File: src/hsfp_pkg.sv
// Shared constants, types and character helpers for the hex sensor frame parser.
`default_nettype none
package hsfp_pkg;

  // Field widths
  localparam int CH_W     = 8;
  localparam int CHAN_W   = 4;
  localparam int SAMPLE_W = 16;
  localparam int STATUS_W = 2;

  // Default line length in 16-bit words
  localparam int WORDS_PER_LINE_DEF = 10;

  // Characters of interest
  localparam logic [CH_W-1:0] CH_COLON = 8'h3a;
  localparam logic [CH_W-1:0] CH_SPACE = 8'h20;
  localparam logic [CH_W-1:0] CH_NL    = 8'h0a;
  localparam logic [CH_W-1:0] CH_NUL   = 8'h00;

  // Result status codes
  localparam logic [STATUS_W-1:0] ST_OK    = 2'd0;
  localparam logic [STATUS_W-1:0] ST_BADHEX = 2'd1;
  localparam logic [STATUS_W-1:0] ST_SHORT = 2'd2;

  // One character held between the input stage and the parser
  typedef struct packed {
    logic            vld;
    logic [CH_W-1:0] ch;
  } char_item_t;

  // Decode a lowercase hex digit: bit 4 flags a valid digit, bits 3:0 its value
  function automatic logic [4:0] hex_nibble(input logic [CH_W-1:0] c);
    logic [4:0] r;
    r = 5'b0;
    if (c inside {[8'h30:8'h39]}) begin
      r = {1'b1, c[3:0]};
    end else if (c inside {[8'h61:8'h66]}) begin
      r = {1'b1, c[3:0] + 4'd9};
    end
    return r;
  endfunction

endpackage
`default_nettype wire

File: src/hsfp_in_reg.sv
// Input register stage: holds one character until the parser takes it.
`default_nettype none
module hsfp_in_reg (
  input  wire logic                         clk,
  input  wire logic                         rst,
  input  wire logic                         in_valid,
  output logic                              in_ready,
  input  wire logic [hsfp_pkg::CH_W-1:0]    in_ch,
  input  wire logic                         take,
  output hsfp_pkg::char_item_t              item
);

  logic                      vld;
  logic [hsfp_pkg::CH_W-1:0] ch;

  // Free when empty or when the held item leaves this cycle
  assign in_ready = !vld || take;

  always_ff @(posedge clk) begin
    if (rst) begin
      vld <= 1'b0;
    end else if (in_valid && in_ready) begin
      vld <= 1'b1;
    end else if (take) begin
      vld <= 1'b0;
    end
  end

  // Payload, no reset needed
  always_ff @(posedge clk) begin
    if (in_valid && in_ready) begin
      ch <= in_ch;
    end
  end

  assign item.vld = vld;
  assign item.ch  = ch;

endmodule
`default_nettype wire

File: src/hsfp_core.sv
// Line parser: phase, digit counter, word assembly and the result register.
`default_nettype none
module hsfp_core #(
  parameter int WORDS_PER_LINE = hsfp_pkg::WORDS_PER_LINE_DEF
) (
  input  wire logic                             clk,
  input  wire logic                             rst,
  input  wire hsfp_pkg::char_item_t             item,
  output logic                                  take,
  output logic                                  res_valid,
  input  wire logic                             res_ready,
  output logic [hsfp_pkg::CHAN_W-1:0]           res_channel,
  output logic signed [hsfp_pkg::SAMPLE_W-1:0]  res_sample,
  output logic [hsfp_pkg::STATUS_W-1:0]         res_status,
  output logic                                  res_last
);

  localparam int CNT_W  = $clog2(4 * WORDS_PER_LINE);
  localparam int WORD_W = CNT_W - 2;
  localparam logic [WORD_W-1:0] LAST_WORD = WORD_W'(WORDS_PER_LINE - 1);

  typedef enum logic [1:0] {
    PH_SEEK,
    PH_SKIP,
    PH_COLLECT,
    PH_DONE
  } phase_t;

  phase_t                         phase, phase_next;
  logic [CNT_W-1:0]               digit_count, digit_count_next;
  logic [hsfp_pkg::SAMPLE_W-1:0]  word_accum, word_accum_next;
  logic                           digit_error, digit_error_next;

  logic                           emit;
  logic [hsfp_pkg::CHAN_W-1:0]    o_channel;
  logic [hsfp_pkg::SAMPLE_W-1:0]  o_sample;
  logic [hsfp_pkg::STATUS_W-1:0]  o_status;
  logic                           o_last;

  logic                           term;
  logic [1:0]                     pos;
  logic [WORD_W-1:0]              word;
  logic [4:0]                     nib;
  logic [hsfp_pkg::SAMPLE_W-1:0]  nib_word;
  logic [hsfp_pkg::SAMPLE_W-1:0]  accum_base;
  logic                           err_base;
  logic                           word_last;

  // Take a character when the result register can hold what it yields
  assign take = item.vld && (!res_valid || res_ready);

  assign term      = (item.ch == hsfp_pkg::CH_NL) || (item.ch == hsfp_pkg::CH_NUL);
  assign pos       = digit_count[1:0];
  assign word      = digit_count[CNT_W-1:2];
  assign nib       = hsfp_pkg::hex_nibble(item.ch);
  assign word_last = (word == LAST_WORD);

  // Digits arrive low byte first, high nibble first within each byte
  always_comb begin
    case (pos)
      2'd0:    nib_word = {8'h00, nib[3:0], 4'h0};
      2'd1:    nib_word = {12'h000, nib[3:0]};
      2'd2:    nib_word = {nib[3:0], 12'h000};
      default: nib_word = {4'h0, nib[3:0], 8'h00};
    endcase
    accum_base = (pos == 2'd0) ? '0 : word_accum;
    err_base   = (pos == 2'd0) ? 1'b0 : digit_error;
  end

  // Next state and result for the held character
  always_comb begin
    phase_next       = phase;
    digit_count_next = digit_count;
    word_accum_next  = word_accum;
    digit_error_next = digit_error;
    emit             = 1'b0;
    o_channel        = '0;
    o_sample         = '0;
    o_status         = hsfp_pkg::ST_SHORT;
    o_last           = 1'b1;
    case (phase)
      PH_SEEK: begin
        if (item.ch == hsfp_pkg::CH_COLON) begin
          phase_next       = PH_SKIP;
          digit_count_next = '0;
          digit_error_next = 1'b0;
        end
      end
      PH_SKIP: begin
        if (term) begin
          phase_next       = PH_SEEK;
          digit_count_next = '0;
          digit_error_next = 1'b0;
          emit             = 1'b1;
        end else begin
          phase_next = PH_COLLECT;
        end
      end
      PH_COLLECT: begin
        if (term) begin
          // line ended before all words arrived
          phase_next       = PH_SEEK;
          digit_count_next = '0;
          digit_error_next = 1'b0;
          emit             = 1'b1;
        end else if (item.ch != hsfp_pkg::CH_SPACE) begin
          word_accum_next  = nib[4] ? (accum_base | nib_word) : accum_base;
          digit_error_next = err_base || !nib[4];
          digit_count_next = digit_count + 1'b1;
          if (pos == 2'd3) begin
            if (word_last) begin
              phase_next = PH_DONE;
            end
            // timestamp word is dropped
            emit      = (word != '0);
            o_channel = hsfp_pkg::CHAN_W'(word) - 1'b1;
            o_sample  = digit_error_next ? '0 : word_accum_next;
            o_status  = digit_error_next ? hsfp_pkg::ST_BADHEX : hsfp_pkg::ST_OK;
            o_last    = word_last;
          end
        end
      end
      default: begin
        if (term) begin
          phase_next       = PH_SEEK;
          digit_count_next = '0;
          digit_error_next = 1'b0;
        end
      end
    endcase
  end

  // State and result register
  always_ff @(posedge clk) begin
    if (rst) begin
      phase       <= PH_SEEK;
      digit_count <= '0;
      word_accum  <= '0;
      digit_error <= 1'b0;
      res_valid   <= 1'b0;
    end else if (take) begin
      phase       <= phase_next;
      digit_count <= digit_count_next;
      word_accum  <= word_accum_next;
      digit_error <= digit_error_next;
      res_valid   <= emit;
      if (emit) begin
        res_channel <= o_channel;
        res_sample  <= o_sample;
        res_status  <= o_status;
        res_last    <= o_last;
      end
    end else if (res_ready) begin
      res_valid <= 1'b0;
    end
  end

endmodule
`default_nettype wire

File: src/hex_sensor_frame_parser.sv
// Top level of the hex sensor frame parser: input stage, parser and ports.
//
//  Group  Dir  Signals                      Contents
//  s_*    in   tvalid tready tdata[7:0]     one text character of the line
//  m_*    out  tvalid tready tdata tuser    one decoded sensor word or
//              tlast                        a short-line marker
//
// One character is taken per cycle unless a stalled result holds the parser; a
// character is first held in the input register, then parsed into the result
// register when the parser takes it.
// Synchronous reset clears the input stage, the result valid and the parser
// to the seek-colon phase. A stalled result holds the result register; the
// input register still takes one more character behind it.
`default_nettype none
module hex_sensor_frame_parser #(
  parameter int WORDS_PER_LINE = hsfp_pkg::WORDS_PER_LINE_DEF
) (
  input  wire logic        clk,
  input  wire logic        rst,
  input  wire logic        s_tvalid,
  output logic             s_tready,
  input  wire logic [7:0]  s_tdata,   // [7:0] ch
  output logic             m_tvalid,
  input  wire logic        m_tready,
  output logic [23:0]      m_tdata,   // [3:0] channel, [19:4] sample, [23:20] zero
  output logic [1:0]       m_tuser,   // [1:0] status
  output logic             m_tlast
);

  hsfp_pkg::char_item_t                   item;
  logic                                   take;
  logic [hsfp_pkg::CHAN_W-1:0]            channel;
  logic signed [hsfp_pkg::SAMPLE_W-1:0]   sample;

  hsfp_in_reg u_in_reg (
    .clk      (clk),
    .rst      (rst),
    .in_valid (s_tvalid),
    .in_ready (s_tready),
    .in_ch    (s_tdata),
    .take     (take),
    .item     (item)
  );

  hsfp_core #(
    .WORDS_PER_LINE (WORDS_PER_LINE)
  ) u_core (
    .clk         (clk),
    .rst         (rst),
    .item        (item),
    .take        (take),
    .res_valid   (m_tvalid),
    .res_ready   (m_tready),
    .res_channel (channel),
    .res_sample  (sample),
    .res_status  (m_tuser),
    .res_last    (m_tlast)
  );

  // Pack result fields, low field first
  assign m_tdata = {4'h0, sample, channel};

`ifndef ASSERT_OFF
  // A short-line marker is always the last item of its line and carries zero
  a_short_last: assert property (@(posedge clk) disable iff (rst)
    (m_tvalid && m_tuser == hsfp_pkg::ST_SHORT) |-> (m_tlast && sample == '0 && channel == '0))
    else $error("short-line result malformed");

  // A word with a bad digit reads as zero
  a_bad_zero: assert property (@(posedge clk) disable iff (rst)
    (m_tvalid && m_tuser == hsfp_pkg::ST_BADHEX) |-> (sample == '0))
    else $error("bad-digit result carries a nonzero sample");

  // Word results stay within the sensor channels, last only on the final one
  a_chan_range: assert property (@(posedge clk) disable iff (rst)
    (m_tvalid && m_tuser != hsfp_pkg::ST_SHORT) |->
      (channel <= hsfp_pkg::CHAN_W'(WORDS_PER_LINE - 2) &&
       m_tlast == (channel == hsfp_pkg::CHAN_W'(WORDS_PER_LINE - 2))))
    else $error("word result channel or last flag out of place");

  // The parser only takes a character the input stage holds
  a_take_held: assert property (@(posedge clk) disable iff (rst)
    take |-> item.vld)
    else $error("parser took from an empty input stage");
`endif

endmodule
`default_nettype wire

File: config.mk
export PLATFORM = sky130hd
export DESIGN_NAME = hex_sensor_frame_parser
export DESIGN_NICKNAME = d
export VERILOG_FILES = /design/src/hsfp_pkg.sv /design/src/hsfp_in_reg.sv /design/src/hsfp_core.sv /design/src/hex_sensor_frame_parser.sv
export SDC_FILE = /design/constraint.sdc
export NUM_CORES = 1
export LEC_CHECK = 0
export BUFFER_PORTS_ARGS = -buffer_cell sky130_fd_sc_hd__buf_2
export CAP_MARGIN = 30
export CORE_UTILIZATION = 48
export DETAILED_ROUTE_END_ITERATION = 8
export PLACE_DENSITY = 0.75
export SLEW_MARGIN = 10
export SYNTH_ARGS = -nofsm -noshare
export SYNTH_HDL_FRONTEND = slang
export SYNTH_SLANG_ARGS = --single-unit
File: constraint.sdc
create_clock -name clk -period 3.2 [get_ports clk]
set_input_delay 0.8 -clock clk [delete_from_list [all_inputs] [get_ports clk]]
set_output_delay 0.8 -clock clk [all_outputs]
set_load 0.01 [all_outputs]
==> impl_metrics.ini, run 1 <==
[placement]
place_congestion = 0.866
hpwlAfterDp_mm = 3.90
placed_area_sq_um = 3130
portBuffers = 36
dp_cells = 375
place_worst_setup_slack_ps = 632

[clock_network]
cts_sinks = 58
post_cts_buffers = 0
cts_root_buffer = clkbuf_8
cts_buffer_depth = 2
cts_tree = done
worstSkewPairLatency_ps = 340
cts_inserted_buffers = 9
ctsHtreeMaxLevel = 3
postCtsResizedCells = 0
cts.clk_slew.worst_paths_ps = 70
holdBufCountCts = 0

[worst_hold_path]
holdPathStages = 1
hold_path.class = reg2reg

[worst_setup_path]
path_max_fanout = 8
crit_type = reg2reg
worstPathRequired_ps = 3430
regToRegSetupSlack_ps = 630
path_buf_inv = 1
arrival_ps = 2800
worst-r2r-cell-count = 7
reg2reg_to = u_core.word_accum[14]$_SDFFE_PP0P_
critPathMaxStageDelay_ps = 480
worstReg2RegStart = u_in_reg.ch[0]$_DFFE_PP_
endpoint = u_core.word_accum[14]$_SDFFE_PP0P_
end_kind = flip-flop
startpoint_type = flip-flop
path_cells = inv_1 -> ha_1 -> nand2b_1 -> nor4_1 -> o21ai_1 -> o21ai_1 -> a2bb2o_1
worst-path-stages = 7
crit_top_cell = o21ai_1
startpoint = u_in_reg.ch[0]$_DFFE_PP_
critPathSlowestCell = edfxtp_1
crit_family = compound AO/OA/AOI/OAI gates

[run]
max_cap_violations = 0

[synthesis]
ys_ff_latch = 58
async_reset_ff_share_pct = 0
yosysUniqueCellTypes = 53
synth_area_per_cell_sq_um = 10.6
ys.flop_type = edfxtp_1
synthCells = 273
synth-seq-area-share_pct = 51.0
synth_warnings = 0
synth_enable_flop_cells = 31
synth.cell_area_sq_um = 2880

[route]
vias = 2127
routed_wl_mm = 5.37
wl_per_cell_microns = 13.7
viasPerCell = 5.44
ant_nets = 0
drtPass1Iterations = 4
first_iter_violations = 146
drc = 0

[timing]
totalNegativeSetupSlack_ps = 0
maxSlewViolCount = 0
period_share_pct = 80.4
hold_viol = 0
holdWs_ps = 460
min_period_ps = 2570
rsz0062_at_grt = no
max-slew-margin-rel_pct = 55.7
skew_ps = 7.46
finalSetupViolations = 0
max_freq_mhz = 389
worst_slew_pin_slew_ps = 659
fin_ws_ps = 628

[power]
leakagePower_nw = 1.26
total_power_mw = 1.62
switching_share_pct = 22.5
power_per_cell_area_nw_per_um2 = 483
power_frac_seq_pct = 49.6
power.net_switching_mw = 0.365
clkPwrFrac_pct = 46.5
combPwrFrac_pct = 3.9
ir_worst_vdd_mv = 0.264
intPower_mw = 1.25

[global_route]
grt_pass1_wl_mm = 8.98
grt_overflow_total = 0
grt_pass1_vias = 1929
grt_max_degree = 25
grt_use_total_pct = 18.9
antenna_found_initial = 0

[layout]
area_growth_pct = 16.3
antenna_cells = 0
fin_area_sq_um = 3350
n_fill_cell = 449
ff_latch_area_sq_um = 1470
final_layout_size_suffix_gt1_share_pct = 19.7
multi_input_area_sq_um = 1330
final_util_pct = 59.4
final_cells = 391
final_nets = 342

[floorplan]
rows = 27
die_h_microns = 79.5
die_area_sq_um = 6320
core_sq_um = 5640
ios = 41
die_w_microns = 79.5
start_util_pct = 51.1

[outcome]
outcome = finished clean
[routing by layer]
| metal | wire length, microns | GRT usage, % | part of all wire (%) | vias to the layer above |
|---|---|---|---|---|
| li1 | - | - | - | 1075 |
| met1 | 2600 | 25.2 | 48 | 980 |
| met4 | 78 | 8.73 | 1.5 | 0 |
| met5 | 0 | 0 | 0 | - |
| met2 | 2430 | 28.4 | 45 | 63 |
| met3 | 261 | 5.14 | 4.9 | 9 |
[how the worst min path moves through the flow]
| stage | slack (ps) | endpoint | startpoint |
|---|---|---|---|
| after CTS | 460 | u_core.word_accum[5]$_SDFFE_PP0P_ | u_core.word_accum[5]$_SDFFE_PP0P_ |
| after global routing | 480 | u_core.word_accum[4]$_SDFFE_PP0P_ | u_core.word_accum[4]$_SDFFE_PP0P_ |
| after floorplan | 420 | u_core.word_accum[15]$_SDFFE_PP0P_ | u_core.word_accum[15]$_SDFFE_PP0P_ |
| final | 460 | u_core.word_accum[1]$_SDFFE_PP0P_ | u_core.word_accum[1]$_SDFFE_PP0P_ |
| after global placement | 440 | u_core.word_accum[9]$_SDFFE_PP0P_ | u_core.word_accum[9]$_SDFFE_PP0P_ |
| after detailed placement | 440 | u_core.word_accum[3]$_SDFFE_PP0P_ | u_core.word_accum[3]$_SDFFE_PP0P_ |
[Yosys cell counts (all sizes together), types with 8 or more instances]
| cell | n | area share (%) |
|---|---|---|
| nor2 | 25 | 3.3 |
| ha | 16 | 6.9 |
| edfxtp | 31 | 32 |
| nor2b | 11 | 2.4 |
| o21ai | 9 | 1.6 |
| inv | 13 | 1.7 |
| nand2 | 14 | 1.8 |
| o2bb2ai | 14 | 4.3 |
| a21oi | 20 | 3.5 |
| and2 | 8 | 1.7 |
| dfxtp | 27 | 19 |
[area by class of cell]
type,instances,share of cell area (%)
clock buffers,9,3.69
clock inverters,7,3.02
inverters,14,1.57
multi-input cells,194,39.6
flip-flops and latches,58,43.9
well taps,72,2.69
repair buffers,37,5.60
[placed cells by master (no fill, tap or decap), types with 3 or more instances in the layout]
master	count
a21oi_1	20
or3_1	7
o31ai_1	4
ha_1	16
nand2_1	14
conb_1	4
nand2b_1	5
nand3_1	7
clkbuf_8	9
nor2_1	25
o21ai_0	6
edfxtp_1	31
and2_1	8
buf_2	36
o21ai_1	3
nand4_1	5
xnor2_1	3
o2bb2ai_1	14
nor4_1	4
dfxtp_1	27
nor2b_1	11
inv_1	13
[state kept, by name, indices dropped and copies added, names as in the netlist]
name / cells
u_core.res_sample: 16
u_core.word_accum: 16
u_in_reg.ch: 8
u_core.digit_count: 6
u_core.res_channel: 4
u_core.phase: 2
u_core.res_status: 2
u_core.digit_error: 1
u_core.res_last: 1
u_core.res_valid: 1
u_in_reg.vld: 1
[kinds of logic (layout without fill, tap and decap cells)]
logic type                 after synthesis  in the layout  share of synthesized area [%]
AOI/OAI and AO/OA                       64             64                           15.6
xor gates and xnor gates                 4              4                           1.21
adders and majority gates               16             16                           6.94
buffers and inverters                   24             67                           3.69
DFF                                     58             58                           51.0
muxes                                    1              1                          0.347
other                                    1              4                          0.130
and+or+nand+nor                        105            105                           21.0
[power groups by stage]
| stage | clock network, mW | registers, mW | logic [mW] |
|---|---|---|---|
| global placement | 0 | 0.818 | 0.0602 |
| CTS | 0.767 | 0.802 | 0.0621 |
| floorplan | 0 | 0.814 | 0.0507 |
| finish | 0.753 | 0.803 | 0.0631 |
| detailed placement | 0 | 0.819 | 0.0618 |
| global route | 0.807 | 0.804 | 0.0689 |
No activity file was read; power rests on OpenSTA's default activity.
==> run 2: changes to the inputs <==
--- a/config.mk
+++ b/config.mk
@@ -5,6 +5,7 @@
 export SDC_FILE = /design/constraint.sdc
 export NUM_CORES = 1
 export LEC_CHECK = 0
+export ABC_AREA = 1
 export BUFFER_PORTS_ARGS = -buffer_cell sky130_fd_sc_hd__buf_2
 export CAP_MARGIN = 30
 export CORE_UTILIZATION = 48
==> constraint.sdc (replaced) <==
create_clock -name clk -period 2.3 [get_ports clk]
set_input_delay 0.575 -clock clk [delete_from_list [all_inputs] [get_ports clk]]
set_output_delay 0.575 -clock clk [all_outputs]
set_load 0.01 [all_outputs]
==> run 2 against run 1 <==
- synthesized cell count increased by 41%
- flip-flop and latch count did not move
- non-clock buffer count is 5 higher
- critical path depth up 1
- critical endpoint is now u_core.res_sample[12]$_SDFFCE_PP0P_
==> impl_metrics.ini, run 2 <==
[clock_network]
cts_tree = done
post_cts_buffers = 0
cts_root_buffer = clkbuf_8
cts_buffer_depth = 2
cts_inserted_buffers = 9
cts_sinks = 58
ctsHtreeMaxLevel = 3
cts.clk_slew.worst_paths_ps = 70
worstSkewPairLatency_ps = 340

[worst_setup_path]
critPathMaxStageDelay_ps = 450
end_kind = flip-flop
worstPathRequired_ps = 2340
startpoint_type = flip-flop
crit_family = flip-flops
crit_top_cell = inv_1
crit_type = reg2reg
path_buf_inv = 3
arrival_ps = 2120
critPathSlowestCell = dfxtp_1
path_cells = ha_1 -> inv_1 -> nor2_2 -> o21ai_0 -> o22ai_1 -> inv_1 -> nor2_4 -> buf_12
path_max_fanout = 23

[run]
max_cap_violations = 0

[synthesis]
synth_enable_flop_cells = 31
async_reset_ff_share_pct = 0
yosys.area.top_type = edfxtp_1
ys.flop_type = edfxtp_1
synth_common_cells = nand2_1, nor2_1, inv_1
synth-seq-area-share_pct = 46.1
yosysUniqueCellTypes = 32
synth_warnings = 0
synth.cell_area_sq_um = 3190
synth_top_area_share_pct = 29.2
synthCells = 384
post-synth-top-count-cell = nand2_1
ys_ff_latch = 58
synth_area_per_cell_sq_um = 8.31
synth.area.top_cells = edfxtp_1, dfxtp_1, nand2_1

[route]
viasPerCell = 5.08
wl_per_cell_microns = 11.6
routed_wl_mm = 5.89
first_iter_violations = 118
drc = 0
ant_nets = 0
drtPass1Iterations = 4
vias = 2574

[global_route]
grt_pass1_wl_mm = 10.0
grt_pass1_vias = 2333
antenna_found_initial = 0
grt_overflow_total = 0
grt_max_degree = 33
grt_use_total_pct = 18.3

[worst_hold_path]
hold_path.class = in2reg

[outcome]
outcome = finished clean

[floorplan]
start_util_pct = 49.9
core_sq_um = 6390
ios = 41
die_h_microns = 83.5
rows = 29
die_area_sq_um = 6970
die_w_microns = 83.5

[placement]
hpwlAfterDp_mm = 4.26
place_congestion = 0.889
dp_cells = 491
placed_area_sq_um = 3430
portBuffers = 36

[timing]
rsz0062_at_grt = no
finalSetupViolations = 0
skew_ps = 7.87
maxSlewViolCount = 0
period_share_pct = 90.4
max_freq_mhz = 481
min_period_ps = 2080
totalNegativeSetupSlack_ps = 0
hold_viol = 0

[layout]
final_common_cell = nand2_1
fin_area_sq_um = 3640
final_cells = 507
antenna_cells = 0
final_layout_size_suffix_gt1_share_pct = 20.9
reg_top3 = u_core.res_sample (16), u_core.word_accum (16), u_in_reg.ch (8)
n_fill_cell = 601
final_cell_mix = nand2_1, nor2_1, inv_1
final_util_pct = 57.0
final_nets = 453
area_growth_pct = 14.2

[power]
ir_worst_vdd_mv = 0.473
power_per_cell_area_nw_per_um2 = 608
leakagePower_nw = 1.51
## run 2: changes by cell type after synthesis, sizes merged, moves of 11 or more
cell | before | now
nand2 | 14 | 86
nor2b | 11 | 0
nor2 | 25 | 60
o2bb2ai | 14 | 0
inv | 13 | 50
nand3 | 7 | 41
## run 2: layer usage
layer	GRT usage, %	wire [microns]	up-vias
li1	-	-	1315
met1	22.0	2710	1175
met2	30.3	2760	75
met3	5.24	322	9
met4	8.47	97	0
met5	0	0	-
## run 2: timing repair
item                       in CTS  in global routing
hold buffers                    0                  0
gates resized for setup         0                  2
setup endpoints to repair       0                  7
## run 2: final timing paths
check	start	to	slack [ps]	cells past startpoint
max reg2reg	u_core.digit_count[0]$_SDFFE_PP0P_	u_core.res_sample[12]$_SDFFCE_PP0P_	220	8
min reg2reg	u_core.digit_error$_SDFFE_PP0P_	u_core.digit_error$_SDFFE_PP0P_	490	2
max	u_core.digit_count[0]$_SDFFE_PP0P_	u_core.res_sample[12]$_SDFFCE_PP0P_	220	8
min	s_tdata[2]	u_in_reg.ch[2]$_DFFE_PP_	420	1
## run 2: cell type report
class | count | area, sq um | share of cell area (%)
multi-input combinational | 263 | 1430 | 39.3
clock inverter | 6 | 81.3 | 2.23
inverter | 51 | 194 | 5.33
timing repair buffer | 42 | 238 | 6.53
tap | 77 | 96.3 | 2.65
clock buffer | 10 | 128 | 3.51
sequential | 58 | 1470 | 40.4
## run 2: worst reg2reg max path, delay by kind of cell, from the launching register on
kind            cells  cell delay [ps]
compound gates      2              280
flops               1              450
buf+inv             3              400
fa+ha+maj           1              350
simple gates        2              300
## run 2: power breakdown
group / internal (mW) / switching (mW)
sequential: 1.10 / 0.0140
combinational: 0.0337 / 0.0743
clock: 0.602 / 0.391
## run 2: cells by family (layout without fill, tap and decap cells)
logic type	count (synthesis)	after routing	synth area share (%)
AO/OA/AOI/OAI	38	38	7.26
other	1	4	0.118
flip-flops	58	58	46.1
buffers and inverters	66	109	9.53
adder cells (fa/ha/maj)	16	16	6.28
XOR/XNOR	3	3	0.824
AND/OR/NAND/NOR	202	202	29.9
## run 2: through the flow
step / power, mW / hold WS (ps) / worst slack [ps]
finish: 2.21 / 415 / 221
global route: 2.29 / 399 / 62.4
CTS: 2.24 / 397 / 107
detailed placement: 1.24 / 477 / 126
global placement: 1.24 / 476 / 215
floorplan: 1.22 / 454 / 234
